**config.mk**
```make
export PLATFORM = sky130hd
export DESIGN_NAME = tlec_ctrl
export DESIGN_NICKNAME = d
export VERILOG_FILES = /design/src/rtl/tlec_pkg.sv /design/src/rtl/tlec_ctrl.sv
export SDC_FILE = /design/constraint.sdc
export NUM_CORES = 1
export LEC_CHECK = 0
export ABC_AREA = 0
export BUFFER_PORTS_ARGS = -buffer_cell sky130_fd_sc_hd__buf_2
export CORE_AREA = 2 2 39 41
export DETAILED_ROUTE_END_ITERATION = 8
export DIE_AREA = 0 0 41 43
export GPL_ROUTABILITY_DRIVEN = 0
export GPL_TIMING_DRIVEN = 0
export PLACE_DENSITY = 0.44
export SLEW_MARGIN = 10
export SYNTH_ARGS = -nofsm -noshare
export SYNTH_HDL_FRONTEND = slang
export SYNTH_SLANG_ARGS = --single-unit
```
**constraint.sdc**
```tcl
create_clock -name clk -period 2.42 [get_ports clk]
set_input_delay 0.121 -clock clk [delete_from_list [all_inputs] [get_ports clk]]
set_output_delay 0.121 -clock clk [all_outputs]
set_load 0.02 [all_outputs]
```
**src/rtl/tlec_pkg.sv**
```systemverilog
`default_nettype none
package tlec_pkg;

  localparam int ADDR_W = 48;
  localparam int PADDR_W = 5;

  localparam logic [2:0] REG_OFFSET_BITS = 3'd0;
  localparam logic [2:0] REG_L1_SET_BITS = 3'd1;
  localparam logic [2:0] REG_L1_WAYS     = 3'd2;
  localparam logic [2:0] REG_L1_POLICY   = 3'd3;
  localparam logic [2:0] REG_L2_SET_BITS = 3'd4;
  localparam logic [2:0] REG_L2_WAYS     = 3'd5;

  typedef struct packed {
    logic [3:0] offset_bits;
    logic [2:0] l1_set_bits;
    logic [3:0] l1_ways;
    logic       l1_policy;
    logic [3:0] l2_set_bits;
    logic [3:0] l2_ways;
  } tlec_cfg_t;

  typedef struct packed {
    logic clr;
    logic latch_in;
    logic latch_res;
    logic l1_move;
    logic l1_ins;
    logic l2_rem;
    logic l2_ins;
    logic l2_victim;
  } tlec_cmd_t;

  typedef struct packed {
    logic clr_last;
    logic l1_hit;
    logic l2_hit;
    logic l1_evict;
  } tlec_sts_t;

  // A way count of zero acts as one; a count above the built ways saturates.
  function automatic int way_count(input logic [3:0] w, input int maxw);
    if (w == 4'd0) return 1;
    if (int'(w) > maxw) return maxw;
    return int'(w);
  endfunction

endpackage
`default_nettype wire

```
**src/rtl/tlec_ctrl.sv**
```systemverilog
`default_nettype none
module tlec_ctrl
  import tlec_pkg::*;
(
  input  wire logic      clk,
  input  wire logic      rst,
  input  wire logic      start,
  input  wire tlec_sts_t sts,
  output tlec_cmd_t      cmd,
  output logic           busy,
  output logic           done
);

  typedef enum logic [2:0] {
    S_CLEAR, S_IDLE, S_READ, S_CMP, S_READ2, S_INS2
  } state_t;

  state_t state;

  always_comb begin
    busy = (state != S_IDLE);
    cmd.clr       = (state == S_CLEAR);
    cmd.latch_in  = (state == S_IDLE) && start;
    cmd.latch_res = (state == S_CMP);
    cmd.l1_move   = (state == S_CMP) && sts.l1_hit;
    cmd.l1_ins    = (state == S_CMP) && !sts.l1_hit;
    cmd.l2_rem    = (state == S_CMP) && !sts.l1_hit && sts.l2_hit;
    cmd.l2_ins    = (state == S_INS2);
    cmd.l2_victim = (state == S_READ2) || (state == S_INS2);
  end

  always_ff @(posedge clk) begin
    if (rst) begin
      state <= S_CLEAR;
      done <= 1'b0;
    end else begin
      done <= 1'b0;
      unique case (state)
        S_CLEAR: if (sts.clr_last) state <= S_IDLE;
        S_IDLE:  if (start) state <= S_READ;
        S_READ:  state <= S_CMP;
        S_CMP: begin
          if (!sts.l1_hit && sts.l1_evict) begin
            state <= S_READ2;
          end else begin
            state <= S_IDLE;
            done <= 1'b1;
          end
        end
        S_READ2: state <= S_INS2;
        S_INS2: begin
          state <= S_IDLE;
          done <= 1'b1;
        end
        default: state <= S_IDLE;
      endcase
    end
  end

endmodule
`default_nettype wire

```
==> impl_metrics.py <==
metrics = {
    "logic_synthesis": {
        "syn-num-nets": 38,
        "syn-instance-count": 31,
        "synth.largest_area_cell": "dfxtp_1",
        "synth_top_area_share_pct": 30.9,
        "synth_seq_area_share_pct": 30.9,
        "yosys_warnings": 0,
        "ys_ff_latch": 4,
        "syn_area_um2": 259,
        "synthTopCellsByArea": "dfxtp_1 (31%), nand3b_1 (8.7%), and2_1 (7.2%), nor2_1 (5.8%), nand2b_4 (5.3%)",
        "synth_area_per_cell_um2": 8.35,
        "yosysUniqueCellTypes": 19,
    },
    "timing": {
        "fmax_mhz": 718,
        "finalWorstSetupSlack_ns": 1.03,
        "worst_slew_pin_slew_ns": 0.240,
        "tns_ns": 0,
        "relSlewSlack_pct": 83.9,
        "slew_violations": 0,
        "rsz0062_at_grt": "no",
        "period_share_pct": 57.6,
        "hold_viol": 0,
        "setup_violations": 0,
        "fin_worst_skew_ns": 0.00167,
        "fin_crit_ns": 1.39,
    },
    "floorplan": {
        "die_x_um": 41,
        "fp-row-count": 14,
        "initial_core_util_pct": 18.7,
        "die_y_um": 43,
        "pin_count": 17,
        "die_area_um2": 1760,
        "fp.coreArea_um2": 1380,
    },
    "hold_path": {
        "whs_path_depth": 2,
        "hold_class": "in2reg",
        "holdPathEnd": "state[1]",
        "hold_path_startpoint": "rst",
    },
    "critical_path": {
        "reg2reg_slack_ns": 1.38,
        "crit_type": "reg2out",
        "cp_top_family": "simple AND/OR/NAND/NOR gates",
        "rr_worst_depth": 4,
        "r2r-start": "state[0]",
        "crit_slowest_cell": "dfxtp_1",
        "worstPathRequired_ns": 2.30,
        "crit_path_max_incr_delay_ns": 0.44,
        "path_buf_inv": 1,
        "cp_max_fo": 8,
        "cp-end-kind": "primary output",
        "arrival_ns": 1.27,
        "path_cells": "nand3b_1 > nor2_1 > and2_1 > buf_2",
        "start_kind": "flop",
        "r2r_end": "state[0]",
    },
    "clocking": {
        "hold_buffers": 0,
        "post_cts_resized": 0,
        "cts_root_buffer": "clkbuf_4",
        "ctsLongestPathBuffers": 2,
        "cts_tree": "yes",
        "clk_transition_reported_paths_ns": 0.04,
        "tritoncts_num_sinks": 4,
        "numCtsBuffers": 3,
        "insertion_delay_ns": 0.23,
        "h-tree-depth": 1,
        "cts_setup_buffers": 0,
    },
    "place": {
        "pre_cts_slack_ns": 1.28,
        "dp_hpwl_um": 437,
        "port_buffers": 16,
    },
    "layout": {
        "nNetsFinal": 59,
        "syn2layout_area_growth_pct": 47.3,
        "nFillCells": 154,
        "layout_common_cells": "buf_2 (16), nor2_1 (4), dfxtp_1 (4)",
        "mostFrequentLayoutCell": "buf_2",
        "antennaDiodeCount": 0,
        "drive_gt1_share_pct": 50.0,
    },
    "power": {
        "vdd_drop_max_mv": 0.0927,
        "p_sw_share_pct": 27.1,
        "p_comb_share_pct": 24.0,
        "cellPowerDensity_nw_per_um2": 532,
        "p_seq_share_pct": 35.6,
        "clkPwrFrac_pct": 40.4,
        "netSwitchingPower_uw": 55.0,
        "p_leak_nw": 0.195,
        "intPower_uw": 148,
    },
    "global_routing": {
        "grt_use_total_pct": 7.11,
        "grt_pass1_vias": 214,
        "antenna_found_initial": 0,
        "grt_max_degree": 10,
        "grt_overflow": 0,
        "grt_pass1_wl_um": 814,
    },
    "routing": {
        "drt_wl_total_um": 595,
        "first_pass_iters": 4,
        "dr.first_iter.drc_count": 8,
        "dr_total_vias": 269,
        "viasPerCell": 4.08,
        "drc": 0,
        "wl_per_cell_um": 9.02,
        "ant_nets": 0,
    },
    "flow_run": {
        "max-cap-violations": 0,
    },
    "status": {
        "status": "finished clean",
    },
}
sequential cells by signal, indices dropped and copies added (netlist names):
register and count:
state 3, done 1
worst max-delay path by stage:
stage	startpoint	to	slack, ns	cells past startpoint
after CTS	state[1]	cmd[2]	1.02	4
after detailed placement	state[1]	cmd[2]	1.28	4
after floorplan	state[0]	cmd[2]	1.15	4
final	state[1]	cmd[2]	1.03	4
after global placement	state[1]	cmd[2]	1.26	4
after global routing	state[1]	cmd[2]	0.94	4
routing by layer:
layer	up-vias	share of wire (%)	GRT usage (%)
met5	-	0	0
met4	0	0	8.00
met3	0	9.7	1.57
li1	142	-	-
met1	114	47	8.95
met2	13	43	8.75
metrics by stage:
stage | cell area (um2) | hold WS [ns] | instances | power [mW] | util (%)
floorplan | 259 | 0.191 | 31 | 0.106 | -
CTS | 382 | 0.106 | 66 | 0.208 | 27.6
global route | 382 | 0.129 | 66 | 0.213 | 27.6
finish | 382 | 0.116 | 66 | 0.203 | 27.6
detailed placement | 359 | 0.355 | 63 | 0.123 | 25.9
global placement | 359 | 0.363 | 63 | 0.123 | 25.9
worst reg2reg max path, stage by stage (launching register included):
cell and delay, ns:
dfxtp_1 0.30, buf_4 0.15, o21ba_2 0.16, a311oi_1 0.26, nor2_1 0.06
synth_stat cells:
master and instances:
nor3_1 1, a311oi_1 1, nor3b_1 1, nand2_1 1
nand2b_4 1, nor2b_1 1, a21oi_1 1, mux2_2 1
o31ai_1 1, and2_1 3, nor3_2 1, inv_1 3
nand3b_1 3, buf_4 1, dfxtp_1 4, nor2_1 4
nand2b_1 1, and2b_2 1, o21ba_2 1
power by group through the flow:
stage                     clock (mW)  combinational [mW]  sequential [mW]
after CTS                     0.0868              0.0494           0.0723
after global placement             0              0.0496           0.0736
final                         0.0819              0.0487           0.0723
after floorplan                    0              0.0327           0.0729
after global routing          0.0871              0.0535           0.0726
after detailed placement           0              0.0492           0.0733
kinds of logic (layout without fill, tap and decap cells):
logic type	count (synthesis)	in the layout	synth area share, %
and+or+nand+nor	18	18	45.4
muxes	1	1	4.35
DFF	4	4	30.9
buffers and inverters	4	23	7.25
AOI/OAI and AO/OA	4	4	12.1
final cells by class:
cell class                 count  area [um2]  share of cell area, %
tap                           16        20.0                   5.25
multi-input combinational     23         160                   42.0
timing repair buffer          16        80.1                   21.0
inverter                       3        11.3                   2.95
clock buffer                   3        22.5                   5.90
sequential                     4        80.1                   21.0
buffer                         1        7.51                   1.97
Power figures use the tool's default switching activity.
